## config.mk

```make
export PLATFORM = sky130hd
export DESIGN_NAME = usb_can_packet_bridge_unit_flat
export DESIGN_NICKNAME = d
export VERILOG_FILES = /design/src/sv/ucb_pkg.sv /design/src/sv/ucb_if.sv /design/src/sv/ucb_front.sv /design/src/sv/ucb_cmd_queue.sv /design/src/sv/ucb_back.sv /design/src/sv/usb_can_packet_bridge_unit.sv /design/src/flat_wrapper.sv
export SDC_FILE = /design/constraint.sdc
export NUM_CORES = 2
export LEC_CHECK = 0
export CORE_MARGIN = 2
export CORE_UTILIZATION = 30
export DETAILED_ROUTE_END_ITERATION = 10
export DONT_BUFFER_PORTS = 1
export GPL_TIMING_DRIVEN = 0
export PLACE_DENSITY = 0.53
export SLEW_MARGIN = 10
export SYNTH_ARGS = -nofsm -noshare
export SYNTH_HDL_FRONTEND = slang
export SYNTH_SLANG_ARGS = --single-unit
```

## constraint.sdc

```tcl
create_clock -name clk -period 10.4 [get_ports clk]
set_clock_uncertainty 0.15 [all_clocks]
set_input_delay 2.6 -clock clk [delete_from_list [all_inputs] [get_ports clk]]
set_output_delay 2.6 -clock clk [all_outputs]
set_load 0.1 [all_outputs]
```

## src/sv/ucb_pkg.sv

```systemverilog
// ----------------------------------------------------------------------------
// ucb_pkg: shared types and constants of the USB/CAN packet bridge
// Item codes, result kinds, register indexes and the command word that
// travels from the front end to the back end.
// ----------------------------------------------------------------------------
`default_nettype none

package ucb_pkg;

  localparam int PKT_LEN     = 65;
  localparam int FRAME_COUNT = 9;
  localparam int FULL_WORDS  = FRAME_COUNT - 1;
  localparam int REQ_WORDS   = FRAME_COUNT;
  localparam int COUNT_W     = 7;
  localparam int TICK_WIDTH  = 16;
  localparam logic [31:0] TICK_MAX = 32'((64'd1 << TICK_WIDTH) - 64'd1);

  localparam logic [COUNT_W-1:0] COUNT_PKT = COUNT_W'(PKT_LEN);
  localparam logic [3:0] LAST_FRAME = 4'(FRAME_COUNT - 1);

  // input item types
  localparam logic [1:0] REQ_USB  = 2'd0;
  localparam logic [1:0] REQ_CAN  = 2'd1;
  localparam logic [1:0] REQ_TICK = 2'd2;

  // result kinds
  localparam logic [1:0] KIND_CAN_TX = 2'd0;
  localparam logic [1:0] KIND_USB    = 2'd1;
  localparam logic [1:0] KIND_FWD    = 2'd2;

  // command codes between front and back
  localparam logic [1:0] CMD_BYTE  = 2'd0;
  localparam logic [1:0] CMD_FRAME = 2'd1;
  localparam logic [1:0] CMD_TICK  = 2'd2;

  // configuration register indexes
  localparam int CFG_IDX_W  = 1;
  localparam int CFG_DATA_W = 16;
  localparam logic [CFG_IDX_W-1:0] CFG_SEND_ID = 1'b0;
  localparam logic [CFG_IDX_W-1:0] CFG_TIMEOUT = 1'b1;

  localparam logic [10:0] SEND_ID_RESET = 11'd1921;
  localparam logic [15:0] TIMEOUT_RESET = 16'd200;

  // accepted request headers
  localparam logic [7:0] HDR_A = 8'h40;
  localparam logic [7:0] HDR_B = 8'h23;
  localparam logic [7:0] HDR_C = 8'hFD;
  localparam logic [7:0] HDR_D = 8'hFE;
  localparam logic [7:0] HDR_E = 8'h41;

  typedef struct packed {
    logic [1:0]  op;
    logic [7:0]  usb_byte;
    logic        usb_end;
    logic [28:0] rx_ident;
    logic        rx_is_extended;
    logic [63:0] rx_payload;
  } cmd_t;

  typedef struct packed {
    logic [10:0] send_id;
    logic [15:0] timeout_ms;
  } cfg_t;

  function automatic logic header_ok(input logic [7:0] h);
    return (h == HDR_A) || (h == HDR_B) || (h == HDR_C) || (h == HDR_D) || (h == HDR_E);
  endfunction

endpackage

`default_nettype wire

```

## src/sv/ucb_if.sv

```systemverilog
// ----------------------------------------------------------------------------
// ucb_if: stream channels of the USB/CAN packet bridge
// Input item channel and result channel, valid/ready with payload.
// ----------------------------------------------------------------------------
`default_nettype none

interface ucb_in_if;
  logic        valid;
  logic        ready;
  logic [1:0]  req_type;
  logic [7:0]  usb_byte;
  logic        usb_end;
  logic [28:0] rx_ident;
  logic        rx_is_extended;
  logic [63:0] rx_payload;

  modport source (output valid, req_type, usb_byte, usb_end, rx_ident, rx_is_extended,
                  rx_payload, input ready);
  modport sink (input valid, req_type, usb_byte, usb_end, rx_ident, rx_is_extended,
                rx_payload, output ready);
endinterface

interface ucb_out_if;
  logic        valid;
  logic        ready;
  logic [1:0]  res_kind;
  logic [28:0] out_ident;
  logic        out_extended;
  logic [63:0] out_payload;
  logic [3:0]  out_len;
  logic        run_end;

  modport source (output valid, res_kind, out_ident, out_extended, out_payload, out_len,
                  run_end, input ready);
  modport sink (input valid, res_kind, out_ident, out_extended, out_payload, out_len,
                run_end, output ready);
endinterface

`default_nettype wire

```

## src/sv/ucb_front.sv

```systemverilog
// ----------------------------------------------------------------------------
// ucb_front: input classifier
// Accepts input beats, turns them into commands and drops unused item types.
// ----------------------------------------------------------------------------
`default_nettype none

module ucb_front import ucb_pkg::*; (
  ucb_in_if.sink in_ch,
  output logic   push_valid,
  input  logic   push_ready,
  output cmd_t   cmd
);

  logic known;

  always_comb begin
    known  = 1'b1;
    cmd.op = CMD_BYTE;
    case (in_ch.req_type)
      REQ_USB:  cmd.op = CMD_BYTE;
      REQ_CAN:  cmd.op = CMD_FRAME;
      REQ_TICK: cmd.op = CMD_TICK;
      default:  known = 1'b0;
    endcase
    cmd.usb_byte       = in_ch.usb_byte;
    cmd.usb_end        = in_ch.usb_end;
    cmd.rx_ident       = in_ch.rx_ident;
    cmd.rx_is_extended = in_ch.rx_is_extended;
    cmd.rx_payload     = in_ch.rx_payload;
  end

  // unknown types are taken and dropped here
  assign in_ch.ready = push_ready;
  assign push_valid  = in_ch.valid && known;

endmodule

`default_nettype wire

```

## src/sv/ucb_cmd_queue.sv

```systemverilog
// ----------------------------------------------------------------------------
// ucb_cmd_queue: two-entry command queue
// Decouples the classifier from the back end so that each can stall alone.
// ----------------------------------------------------------------------------
`default_nettype none

module ucb_cmd_queue import ucb_pkg::*; (
  input  logic clk,
  input  logic rst,
  input  logic push_valid,
  output logic push_ready,
  input  cmd_t push_cmd,
  output logic pop_valid,
  input  logic pop_ready,
  output cmd_t pop_cmd
);

  cmd_t       mem [0:1];
  logic       wr_ptr;
  logic       rd_ptr;
  logic [1:0] count;
  logic       push;
  logic       pop;

  assign push_ready = (count != 2'd2);
  assign pop_valid  = (count != 2'd0);
  assign pop_cmd    = mem[rd_ptr];
  assign push       = push_valid && push_ready;
  assign pop        = pop_valid && pop_ready;

  always_ff @(posedge clk) begin
    if (push) begin
      mem[wr_ptr] <= push_cmd;
    end
  end

  always_ff @(posedge clk) begin
    if (rst) begin
      wr_ptr <= 1'b0;
      rd_ptr <= 1'b0;
      count  <= 2'd0;
    end else begin
      if (push) begin
        wr_ptr <= ~wr_ptr;
      end
      if (pop) begin
        rd_ptr <= ~rd_ptr;
      end
      case ({push, pop})
        2'b10:   count <= count + 2'd1;
        2'b01:   count <= count - 2'd1;
        default: count <= count;
      endcase
    end
  end

endmodule

`default_nettype wire

```

## src/sv/ucb_back.sv

```systemverilog
// ----------------------------------------------------------------------------
// ucb_back: bridge engine
// Assembles requests, collects reply frames, runs the timeout and plays out
// nine-beat runs and forwarded frames through the output register.
// ----------------------------------------------------------------------------
`default_nettype none

module ucb_back import ucb_pkg::*; (
  input  logic       clk,
  input  logic       rst,
  input  cfg_t       cfg,
  input  logic       cmd_valid,
  output logic       cmd_ready,
  input  cmd_t       cmd,
  ucb_out_if.source  out_ch
);

  logic [63:0]           req_mem [0:REQ_WORDS-1];
  logic [63:0]           rsp_mem [0:FULL_WORDS-1];
  logic [7:0]            rsp_last;
  logic [COUNT_W-1:0]    request_count;
  logic [COUNT_W-1:0]    count_inc;
  logic                  awaiting_reply;
  logic [3:0]            reply_frames;
  logic [TICK_WIDTH-1:0] wait_ticks;
  logic                  run_active;
  logic                  run_src;
  logic [3:0]            run_idx;

  logic        o_valid;
  logic [1:0]  o_kind;
  logic [28:0] o_ident;
  logic        o_ext;
  logic [63:0] o_payload;
  logic [3:0]  o_len;
  logic        o_end;

  logic        load;
  logic        pop;
  logic        is_byte;
  logic        is_frame;
  logic        is_tick;
  logic        accept_req;
  logic        frame_done;
  logic        forward;
  logic [31:0] limit;
  logic        timeout_hit;
  logic [63:0] run_word;
  logic [7:0]  run_last;

  assign load      = !o_valid || out_ch.ready;
  assign cmd_ready = !run_active && load;
  assign pop       = cmd_valid && cmd_ready;
  assign is_byte   = pop && (cmd.op == CMD_BYTE);
  assign is_frame  = pop && (cmd.op == CMD_FRAME);
  assign is_tick   = pop && (cmd.op == CMD_TICK);

  // count saturates one past the packet length
  assign count_inc = (request_count <= COUNT_PKT) ? request_count + 1'b1 : request_count;

  assign accept_req = is_byte && cmd.usb_end && (count_inc == COUNT_PKT) &&
                      !awaiting_reply && header_ok(req_mem[0][7:0]);
  assign frame_done = is_frame && awaiting_reply && (reply_frames == LAST_FRAME);
  assign forward    = is_frame && !awaiting_reply;

  assign limit       = ({16'd0, cfg.timeout_ms} > TICK_MAX) ? TICK_MAX
                                                            : {16'd0, cfg.timeout_ms};
  assign timeout_hit = 32'(wait_ticks) >= limit;

  assign run_word = run_src ? rsp_mem[run_idx[2:0]] : req_mem[run_idx];
  assign run_last = run_src ? rsp_last : req_mem[REQ_WORDS-1][7:0];

  // packet stores
  always_ff @(posedge clk) begin
    if (is_byte && (request_count < COUNT_PKT)) begin
      req_mem[request_count[6:3]][{request_count[2:0], 3'b000} +: 8] <= cmd.usb_byte;
    end
    if (is_frame && awaiting_reply) begin
      if (reply_frames < LAST_FRAME) begin
        rsp_mem[reply_frames[2:0]] <= cmd.rx_payload;
      end else begin
        rsp_last <= cmd.rx_payload[7:0];
      end
    end
  end

  // bridge control
  always_ff @(posedge clk) begin
    if (rst) begin
      request_count  <= '0;
      awaiting_reply <= 1'b0;
      reply_frames   <= 4'd0;
      wait_ticks     <= '0;
      run_active     <= 1'b0;
      run_src        <= 1'b0;
      run_idx        <= 4'd0;
    end else begin
      if (is_byte) begin
        request_count <= cmd.usb_end ? '0 : count_inc;
      end
      if (accept_req) begin
        awaiting_reply <= 1'b1;
        reply_frames   <= 4'd0;
        wait_ticks     <= '0;
        run_active     <= 1'b1;
        run_src        <= 1'b0;
        run_idx        <= 4'd0;
      end
      if (is_frame && awaiting_reply) begin
        if (frame_done) begin
          reply_frames   <= 4'd0;
          awaiting_reply <= 1'b0;
          run_active     <= 1'b1;
          run_src        <= 1'b1;
          run_idx        <= 4'd0;
        end else begin
          reply_frames <= reply_frames + 4'd1;
        end
      end
      if (is_tick && awaiting_reply) begin
        if (timeout_hit) begin
          awaiting_reply <= 1'b0;
          reply_frames   <= 4'd0;
          wait_ticks     <= '0;
        end else begin
          wait_ticks <= wait_ticks + 1'b1;
        end
      end
      // advance the run one beat per free output slot
      if (run_active && load) begin
        run_idx <= run_idx + 4'd1;
        if (run_idx == LAST_FRAME) begin
          run_active <= 1'b0;
        end
      end
    end
  end

  // output register
  always_ff @(posedge clk) begin
    if (rst) begin
      o_valid <= 1'b0;
    end else if (load) begin
      o_valid <= run_active || forward;
    end
  end

  always_ff @(posedge clk) begin
    if (load) begin
      if (run_active) begin
        o_kind  <= run_src ? KIND_USB : KIND_CAN_TX;
        o_ident <= run_src ? 29'd0 : {18'd0, cfg.send_id};
        o_ext   <= 1'b0;
        if (run_idx == LAST_FRAME) begin
          o_payload <= {56'd0, run_last};
          o_len     <= 4'd1;
          o_end     <= 1'b1;
        end else begin
          o_payload <= run_word;
          o_len     <= 4'd8;
          o_end     <= 1'b0;
        end
      end else begin
        o_kind    <= KIND_FWD;
        o_ident   <= cmd.rx_ident;
        o_ext     <= cmd.rx_is_extended;
        o_payload <= cmd.rx_payload;
        o_len     <= 4'd8;
        o_end     <= 1'b0;
      end
    end
  end

  assign out_ch.valid        = o_valid;
  assign out_ch.res_kind     = o_kind;
  assign out_ch.out_ident    = o_ident;
  assign out_ch.out_extended = o_ext;
  assign out_ch.out_payload  = o_payload;
  assign out_ch.out_len      = o_len;
  assign out_ch.run_end      = o_end;

endmodule

`default_nettype wire

```

## src/sv/usb_can_packet_bridge_unit.sv

```systemverilog
// ----------------------------------------------------------------------------
// usb_can_packet_bridge_unit: USB request to CAN frame bridge
// Top level: configuration registers, classifier, command queue, engine.
// ----------------------------------------------------------------------------
// The engine takes a USB byte, a tick or a frame that is stored as a reply
// whenever no run is active and its output register can load. The engine
// takes no command while a result beat waits in its output register, so the
// two-entry command queue absorbs up to two input beats while the result port
// stalls. A forwarded frame gives one result beat in the cycle after it leaves
// the queue. A bridged request or a completed reply gives a run of nine beats,
// one per cycle while the result port takes them, played out through the
// output register; during a run the engine takes no command and the queue
// takes up to two more items and then holds ready low. Write send_id and
// timeout_ms only while the block is idle.
`default_nettype none

module usb_can_packet_bridge_unit import ucb_pkg::*; (
  input  logic                  clk,
  input  logic                  rst,
  input  logic                  cfg_we,
  input  logic [CFG_IDX_W-1:0]  cfg_index,
  input  logic [CFG_DATA_W-1:0] cfg_data,
  ucb_in_if.sink                in_ch,
  ucb_out_if.source             out_ch
);

  cfg_t cfg;
  cmd_t front_cmd;
  cmd_t back_cmd;
  logic push_valid;
  logic push_ready;
  logic pop_valid;
  logic pop_ready;

  always_ff @(posedge clk) begin
    if (rst) begin
      cfg.send_id    <= SEND_ID_RESET;
      cfg.timeout_ms <= TIMEOUT_RESET;
    end else if (cfg_we) begin
      case (cfg_index)
        CFG_SEND_ID: cfg.send_id    <= cfg_data[10:0];
        CFG_TIMEOUT: cfg.timeout_ms <= cfg_data[15:0];
        default:     cfg.send_id    <= cfg.send_id;
      endcase
    end
  end

  ucb_front u_front (
    .in_ch      (in_ch),
    .push_valid (push_valid),
    .push_ready (push_ready),
    .cmd        (front_cmd)
  );

  ucb_cmd_queue u_queue (
    .clk        (clk),
    .rst        (rst),
    .push_valid (push_valid),
    .push_ready (push_ready),
    .push_cmd   (front_cmd),
    .pop_valid  (pop_valid),
    .pop_ready  (pop_ready),
    .pop_cmd    (back_cmd)
  );

  ucb_back u_back (
    .clk       (clk),
    .rst       (rst),
    .cfg       (cfg),
    .cmd_valid (pop_valid),
    .cmd_ready (pop_ready),
    .cmd       (back_cmd),
    .out_ch    (out_ch)
  );

endmodule

`default_nettype wire

```

## src/flat_wrapper.sv

```systemverilog
// flat-port wrapper written by rule: the top's interface ports become plain ports
module usb_can_packet_bridge_unit_flat import ucb_pkg::*;
  (clk, rst, cfg_we, cfg_index, cfg_data, in_ch_valid, in_ch_req_type, in_ch_usb_byte, in_ch_usb_end, in_ch_rx_ident, in_ch_rx_is_extended, in_ch_rx_payload, in_ch_ready, out_ch_valid, out_ch_res_kind, out_ch_out_ident, out_ch_out_extended, out_ch_out_payload, out_ch_out_len, out_ch_run_end, out_ch_ready);
  ucb_in_if in_ch_i ();
  ucb_out_if out_ch_i ();
  input  logic clk;
  input  logic rst;
  input  logic cfg_we;
  input  logic [CFG_IDX_W-1:0] cfg_index;
  input  logic [CFG_DATA_W-1:0] cfg_data;
  input wire logic [$bits(in_ch_i.valid)-1:0] in_ch_valid;
  input wire logic [$bits(in_ch_i.req_type)-1:0] in_ch_req_type;
  input wire logic [$bits(in_ch_i.usb_byte)-1:0] in_ch_usb_byte;
  input wire logic [$bits(in_ch_i.usb_end)-1:0] in_ch_usb_end;
  input wire logic [$bits(in_ch_i.rx_ident)-1:0] in_ch_rx_ident;
  input wire logic [$bits(in_ch_i.rx_is_extended)-1:0] in_ch_rx_is_extended;
  input wire logic [$bits(in_ch_i.rx_payload)-1:0] in_ch_rx_payload;
  output wire logic [$bits(in_ch_i.ready)-1:0] in_ch_ready;
  output wire logic [$bits(out_ch_i.valid)-1:0] out_ch_valid;
  output wire logic [$bits(out_ch_i.res_kind)-1:0] out_ch_res_kind;
  output wire logic [$bits(out_ch_i.out_ident)-1:0] out_ch_out_ident;
  output wire logic [$bits(out_ch_i.out_extended)-1:0] out_ch_out_extended;
  output wire logic [$bits(out_ch_i.out_payload)-1:0] out_ch_out_payload;
  output wire logic [$bits(out_ch_i.out_len)-1:0] out_ch_out_len;
  output wire logic [$bits(out_ch_i.run_end)-1:0] out_ch_run_end;
  input wire logic [$bits(out_ch_i.ready)-1:0] out_ch_ready;
  assign in_ch_i.valid = in_ch_valid;
  assign in_ch_i.req_type = in_ch_req_type;
  assign in_ch_i.usb_byte = in_ch_usb_byte;
  assign in_ch_i.usb_end = in_ch_usb_end;
  assign in_ch_i.rx_ident = in_ch_rx_ident;
  assign in_ch_i.rx_is_extended = in_ch_rx_is_extended;
  assign in_ch_i.rx_payload = in_ch_rx_payload;
  assign in_ch_ready = in_ch_i.ready;
  assign out_ch_valid = out_ch_i.valid;
  assign out_ch_res_kind = out_ch_i.res_kind;
  assign out_ch_out_ident = out_ch_i.out_ident;
  assign out_ch_out_extended = out_ch_i.out_extended;
  assign out_ch_out_payload = out_ch_i.out_payload;
  assign out_ch_out_len = out_ch_i.out_len;
  assign out_ch_run_end = out_ch_i.run_end;
  assign out_ch_i.ready = out_ch_ready;
  usb_can_packet_bridge_unit u_core (.clk(clk), .rst(rst), .cfg_we(cfg_we), .cfg_index(cfg_index), .cfg_data(cfg_data), .in_ch(in_ch_i), .out_ch(out_ch_i));
endmodule
```

## After elaboration in Yosys (flattened, before gate mapping)

Memories as Yosys holds them, arrays and structs flattened. A register that Yosys moved wholly into a read port is not among the register bits.
Index checks and enable logic that the tools add are counted.

- Latch bits: 0
- Memory bits (read-only): 0
- Memories kept: 3
- Bits in writable memories: 1298
- Input port bits: 127
- Logic and storage cells: 140
- Output and inout bits: 103
- Bits in registers: 175

Memories:

| name | depth | width | rd ports | clocked after memory_dff | wr ports | line | source |
|---|---|---|---|---|---|---|---|
| u_core.u_back.req_mem | 9 | 64 | 3 | 1 | 1 | ucb_back.sv:18 | `logic [63:0] req_mem [0:REQ_WORDS-1];` |
| u_core.u_back.rsp_mem | 8 | 64 | 1 | 1 | 1 | ucb_back.sv:19 | `logic [63:0] rsp_mem [0:FULL_WORDS-1];` |
| u_core.u_queue.mem | 2 | 105 | 1 | 1 | 1 | ucb_cmd_queue.sv:18 | `cmd_t mem [0:1];` |

- Magnitude comparators: 4
- Add/sub/neg operators: 7
- Muxes and demuxes: 50
- Divide/modulo/power cells: 0
- Reductions and logical operators: 35
- Shift operators: 2
- Bitwise gates (word level): 4
- Eq/ne operators: 15
- Multiply operators: 0

Operators by type and width:

| kind | number |
|---|---|
| 2-to-1 mux 64 bit | 4 |
| variable shift 8 x 8 -> 64 bit, first input constant | 1 |
| variable part select 8 x 8 -> 64 bit | 1 |
| 2-to-1 mux 16 bit | 3 |
| 2-to-1 mux 4 bit | 11 |
| 2-to-1 mux 29 bit | 1 |
| 2-to-1 mux 1 bit | 24 |
| logical AND 1 bit | 17 |
| adder 16 x 1 -> 16 bit, second input constant | 1 |
| equality test 8 x 7 -> 1 bit, second input constant | 2 |
| equality test 8 bit, second input constant | 2 |
| greater-or-equal comparator 16 bit | 1 |
| 2-to-1 mux 7 bit | 2 |
| 2-to-1 mux 11 bit | 1 |
| adder 4 x 1 -> 4 bit, second input constant | 2 |
| equality test 4 bit, second input constant | 2 |
| equality test 8 x 6 -> 1 bit, second input constant | 1 |
| 2-to-1 mux 8 bit | 1 |
| negation 6 -> 8 bit | 1 |
| case mux 2 bit (2 select lines) | 2 |
| adder 7 x 1 -> 7 bit, second input constant | 1 |
| equality test 7 bit, second input constant | 1 |
| less-or-equal comparator 7 bit, second input constant | 1 |
| less-than comparator 7 bit, second input constant | 1 |
| 14 further kinds | 33 |

## Logic depth before layout (Yosys ltp)

- Word-level depth: 14
- Gate-level depth with buffers: 13
- Mapped depth without buffers: 8

## Hierarchy

From an unflattened synthesis, not the netlist that was laid out.

- Cells, all modules: 3125
- Area total of the unflattened synthesis: 58314.7 um^2

Modules (own cells, without submodules):

| module | area an instance (um^2) | instances | sequential area each (um^2) | cells an instance |
|---|---|---|---|---|
| ucb_back | 48581.6 | 1 | 36555.1 | 2555 |
| ucb_cmd_queue | 7808.7 | 1 | 6406.1 | 351 |
| usb_can_packet_bridge_unit | 1121.1 | 1 | 540.5 | 112 |
| ucb_front | 803.3 | 1 | 0.0 | 107 |

## Least setup slack after synthesis

No wires, ideal clock.

- Kind: in2reg
- From: in out_ch_ready
- To: mem u_core.u_back.rsp_mem[4][0] (enable)
- Buffers on the path: 1
- Stages: 5
- Data required time: 9606 ps
- Setup slack: -16 ps
- Data arrival time: 9622 ps
- Setup time: 644 ps
- Path through: nor2b_1 -> nor3_1 -> nand3_1 -> clkbuf_1 -> nor4_1

- Cells in the longest elaborated chain, start to end: 7

Ends and longest elaborated chain:

| element | line | source |
|---|---|---|
| from (decl) | flat_wrapper.sv:26 | `input wire logic [$bits(out_ch_i.ready)-1:0] out_ch_ready;` |
| logical OR 1 bit | ucb_back.sv:51 | `assign load = !o_valid \|\| out_ch.ready;` |
| logical AND 1 bit | ucb_back.sv:52 | `assign cmd_ready = !run_active && load;` |
| logical AND 1 bit | ucb_back.sv:53 | `assign pop = cmd_valid && cmd_ready;` |
| net u_core.u_back.pop | ucb_back.sv:39 | `logic pop;` |
| logical AND 1 bit | ucb_back.sv:55 | `assign is_frame = pop && (cmd.op == CMD_FRAME);` |
| logical AND 1 bit | ucb_back.sv:78 | `if (is_frame && awaiting_reply) begin` |
| 2-to-1 mux 1 bit | ucb_back.sv:78 |  |
| 2-to-1 mux 1 bit (not written as such) | ucb_back.sv:80 | `rsp_mem[reply_frames[2:0]] <= cmd.rx_payload;` |
| to (decl) | ucb_back.sv:19 |  |

The timed path passes the listed nets, and every way through them passes these cells.

## Final worst setup path

- From: in out_ch_ready
- To: mem u_core.u_back.rsp_mem[2][29] (enable)

Same word-level chain as after synthesis.

==> results.sh <==
export IMPL_drt_iter0_drc=2713
export IMPL_vias=29800
export IMPL_synth_seq_cells=1471
export IMPL_seq_power_share_pct=55.2
export IMPL_cts_resized_gates=0
export IMPL_hold_slack_ps=304
export IMPL_synth_top_family_by_area="multiplexers"
export IMPL_filler_cell_count=17900
export IMPL_ys_async_sr_fraction_pct=0
export IMPL_grt_first_pass_wirelength_um=217000
export IMPL_rsz0062_at_grt="false"
export IMPL_fp_dieArea_mm2=0.195
export IMPL_syn_cell_area_mm2=0.0574
export IMPL_clock_root_buffer="sky130_fd_sc_hd__clkbuf_16"
export IMPL_layout_core_utilization_pct=35.1
export IMPL_cp_slowest_stage_delay_ps=580
export IMPL_groute_usage_overall_pct=15.5
export IMPL_synth_distinct_cells=58
export IMPL_synth_enable_flop_cells=1404
export IMPL_tritoncts_clock_tree="yes"
export IMPL_run_status="finished clean"
export IMPL_comb_power_share_pct=6.4
export IMPL_period_needed_ps=6060
export IMPL_drive_gt1_share_pct=20.0
export IMPL_htree_levels=4
export IMPL_worst_ep_arrival_time_ps=6410
export IMPL_switching_share_pct=27.8
export IMPL_placement_rows=160
export IMPL_post_synth_main_area_contributors="sky130_fd_sc_hd__edfxtp_1, sky130_fd_sc_hd__mux4_2, sky130_fd_sc_hd__mux2_2"
export IMPL_synth_compound_area_share_pct=3.23
export IMPL_synthesis_yosys_warnings=0
export IMPL_max_cap_violations=0
export IMPL_grt_max_degree=62
export IMPL_fraction_of_the_mapped_netlist_area_in_simple_logic_gates_pct=4.61
export IMPL_setup_buffers_after_cts=0
export IMPL_clkLatencyLatePin_ps=790
export IMPL_critPathKind="in2reg"
export IMPL_wl_um=153000
export IMPL_antenna_found_initial=17
export IMPL_setup_slack_ps=4340
export IMPL_power_per_cell_area_mw_per_mm2=214
export IMPL_mux_contribution_to_synthesized_area_pct=14.1
export IMPL_synthXorXnorAreaFrac_pct=0.198
export IMPL_detail_route_first_pass_iterations=5
export IMPL_pre_cts_slack_ps=3550
export IMPL_avgViaCountPerCell=4.91
export IMPL_yosys_most_used_dff="sky130_fd_sc_hd__edfxtp_1"
export IMPL_die_span_y_um=441
export IMPL_top_level_pins=230
export IMPL_final_period_utilization_pct=58.3
export IMPL_worst_path_most_repeated_cell="sky130_fd_sc_hd__buf_4"
export IMPL_total_power_w=0.0143
export IMPL_cts_made_buffers=158
export IMPL_port_buffers=0
export IMPL_wl_per_cell_um=25.2
export IMPL_drt_antenna_violating_nets=0
export IMPL_multi_input_comb_area_mm2=0.0133
export IMPL_worst_setup_hold_path_clk_slew_ps=60
export IMPL_globalplace_congestion=0.837
export IMPL_critical_path_startpoint_type="input pin"
export IMPL_syn_instance_count=3145
export IMPL_vias_in_the_first_global_route=29900
export IMPL_critPathSlowestCell="sky130_fd_sc_hd__nor3_1"
export IMPL_vdd_ir_drop_max_mv=0.146
export IMPL_worstHoldPathType="reg2reg"
export IMPL_critical_path_required_ps=10740
export IMPL_tightest_pin_transition_ps=1310
export IMPL_p_sw_w=0.00398
export IMPL_fmax_mhz=165
export IMPL_intPower_w=0.0103
export IMPL_setup_viol=0
export IMPL_grt_overflow=0
export IMPL_crit_path_cell_trace="nor2b_1 > nor3_1 > and3_1 > nand2_1 > nor4_2 > buf_2 > buf_4 > buf_4 > buf_4 > buf_4 > buf_4 > buf_4 > buf_4 > buf_2 > buf_4"
export IMPL_setup_worst_path_end_class="flip-flop"
export IMPL_initial_core_util_pct=30.2
export IMPL_finalMaxSlewViolations=0
export IMPL_layout_cells_most_common="sky130_fd_sc_hd__edfxtp_1"
export IMPL_postCtsHoldBufs=0
export IMPL_most_common_layout_cells="sky130_fd_sc_hd__edfxtp_1, sky130_fd_sc_hd__nand2_1, sky130_fd_sc_hd__mux4_2"
export IMPL_areaGrowthSynthToFinish_pct=16.2
export IMPL_yosysSeqAreaShare_pct=75.8
export IMPL_static_leakage_power_nw=21.9
export IMPL_clkSinkCount=1471
export IMPL_synth_top_cell_by_area="sky130_fd_sc_hd__edfxtp_1"
export IMPL_worstPathMaxFanout=7
export IMPL_post_synthesis_average_cell_area_um2=18.3
export IMPL_regArea_mm2=0.0435
export IMPL_floorplan_core_area_mm2=0.190
export IMPL_finalHoldViolCount=0
export IMPL_remaining_drc_errors=0
export IMPL_cts_buffer_depth=3
export IMPL_design_area_mm2=0.0667
export IMPL_final_net_count=3583
export IMPL_detailedPlacementHpwl_um=108000
export IMPL_placement_cell_area_mm2=0.0616
export IMPL_dieWidth_um=441
export IMPL_post_synth_fa_ha_maj_area_fraction_pct=0.610
export IMPL_relSlewSlack_pct=12.9
export IMPL_clock_power_share_pct=38.5
export IMPL_synth_top_cell_area_share_pct=73.4
## cell families after synthesis
group | after synthesis
xor gates and xnor gates | 13
adders and majority gates | 28
muxes | 496
other | 1
DFF | 1471
buffers and inverters | 208
AOI/OAI and AO/OA | 317
and+or+nand+nor | 611
## worst max-delay path: cells and delay by family
| family | cells | cell delay (ps) |
|---|---|---|
| buffers and inverters | 10 | 1990 |
| and+or+nand+nor | 5 | 1810 |
## power by group through the flow
stage / logic (W) / clock network [W] / registers, W
finish: 0.000908 / 0.00550 / 0.00789
global route: 0.000999 / 0.00584 / 0.00792
CTS: 0.000928 / 0.00560 / 0.00790
detailed placement: 0.000926 / 0 / 0.00803
global placement: 0.000865 / 0 / 0.00807
floorplan: 0.000539 / 0 / 0.00799
## cell type report
| type | count | area share [%] |
|---|---|---|
| flip-flops and latches | 1471 | 65.2 |
| multi-input cells | 1523 | 20.0 |
| clock buffers | 198 | 6.25 |
| well taps | 2511 | 4.71 |
| clock inverters | 87 | 1.30 |
| repair buffers | 66 | 1.18 |
| plain buffers | 171 | 1.09 |
| inverters | 37 | 0.216 |
| diodes | 7 | 0.0263 |
## layer usage
metal | vias up | track usage (%) | wire, um
li1 | 13000 | - | -
met1 | 15700 | 20.9 | 65600
met2 | 907 | 25.2 | 74000
met3 | 202 | 3.38 | 9810
met4 | 8 | 4.27 | 3530
met5 | - | 0 | 55
## per-stage QoR
stage                     cells   TNS, ps
final                      6071         0
after floorplan            3202         0
after global placement     5713  -1800780
after CTS                  6064         0
after global routing       6066         0
after detailed placement   5779         0
## final timing paths
path | startpoint | to | slack, ps | cells after the start
hold reg to reg | u_core.cfg[20] | u_core.cfg[20] | 300 | 2
setup / recovery | out_ch_ready | u_core.u_back.rsp_mem[2][29] | 4340 | 15
hold / removal | u_core.cfg[20] | u_core.cfg[20] | 300 | 2
setup reg to reg | u_core.u_back.run_idx[1] | u_core.u_back.out_ch.out_payload[7] | 5010 | 12
## flip-flops by register name (all words and copies together), names as in the netlist, 2 cells and up, named ones only
signal                            flops
u_core.cfg                           27
u_core.u_back.out_ch.out_ident       29
u_core.u_back.out_ch.out_len          2
u_core.u_back.out_ch.out_payload     64
u_core.u_back.out_ch.res_kind         2
u_core.u_back.reply_frames            4
u_core.u_back.req_mem               576
u_core.u_back.request_count           7
u_core.u_back.rsp_last                8
u_core.u_back.rsp_mem               512
u_core.u_back.run_idx                 4
u_core.u_back.wait_ticks             16
u_core.u_queue.count                  2
u_core.u_queue.mem                  210
## synthesized netlist by cell type, drive strengths merged (36+ instances only)
cell / number
edfxtp: 1404
nand2: 249
mux4: 236
nor2: 202
mux2i: 133
o21ai: 133
mux2: 127
clkbuf: 114
a21oi: 88
dfxtp: 67
buf: 57
inv: 36
nand3: 36
Note: power is estimated with default switching activity, not from simulation.
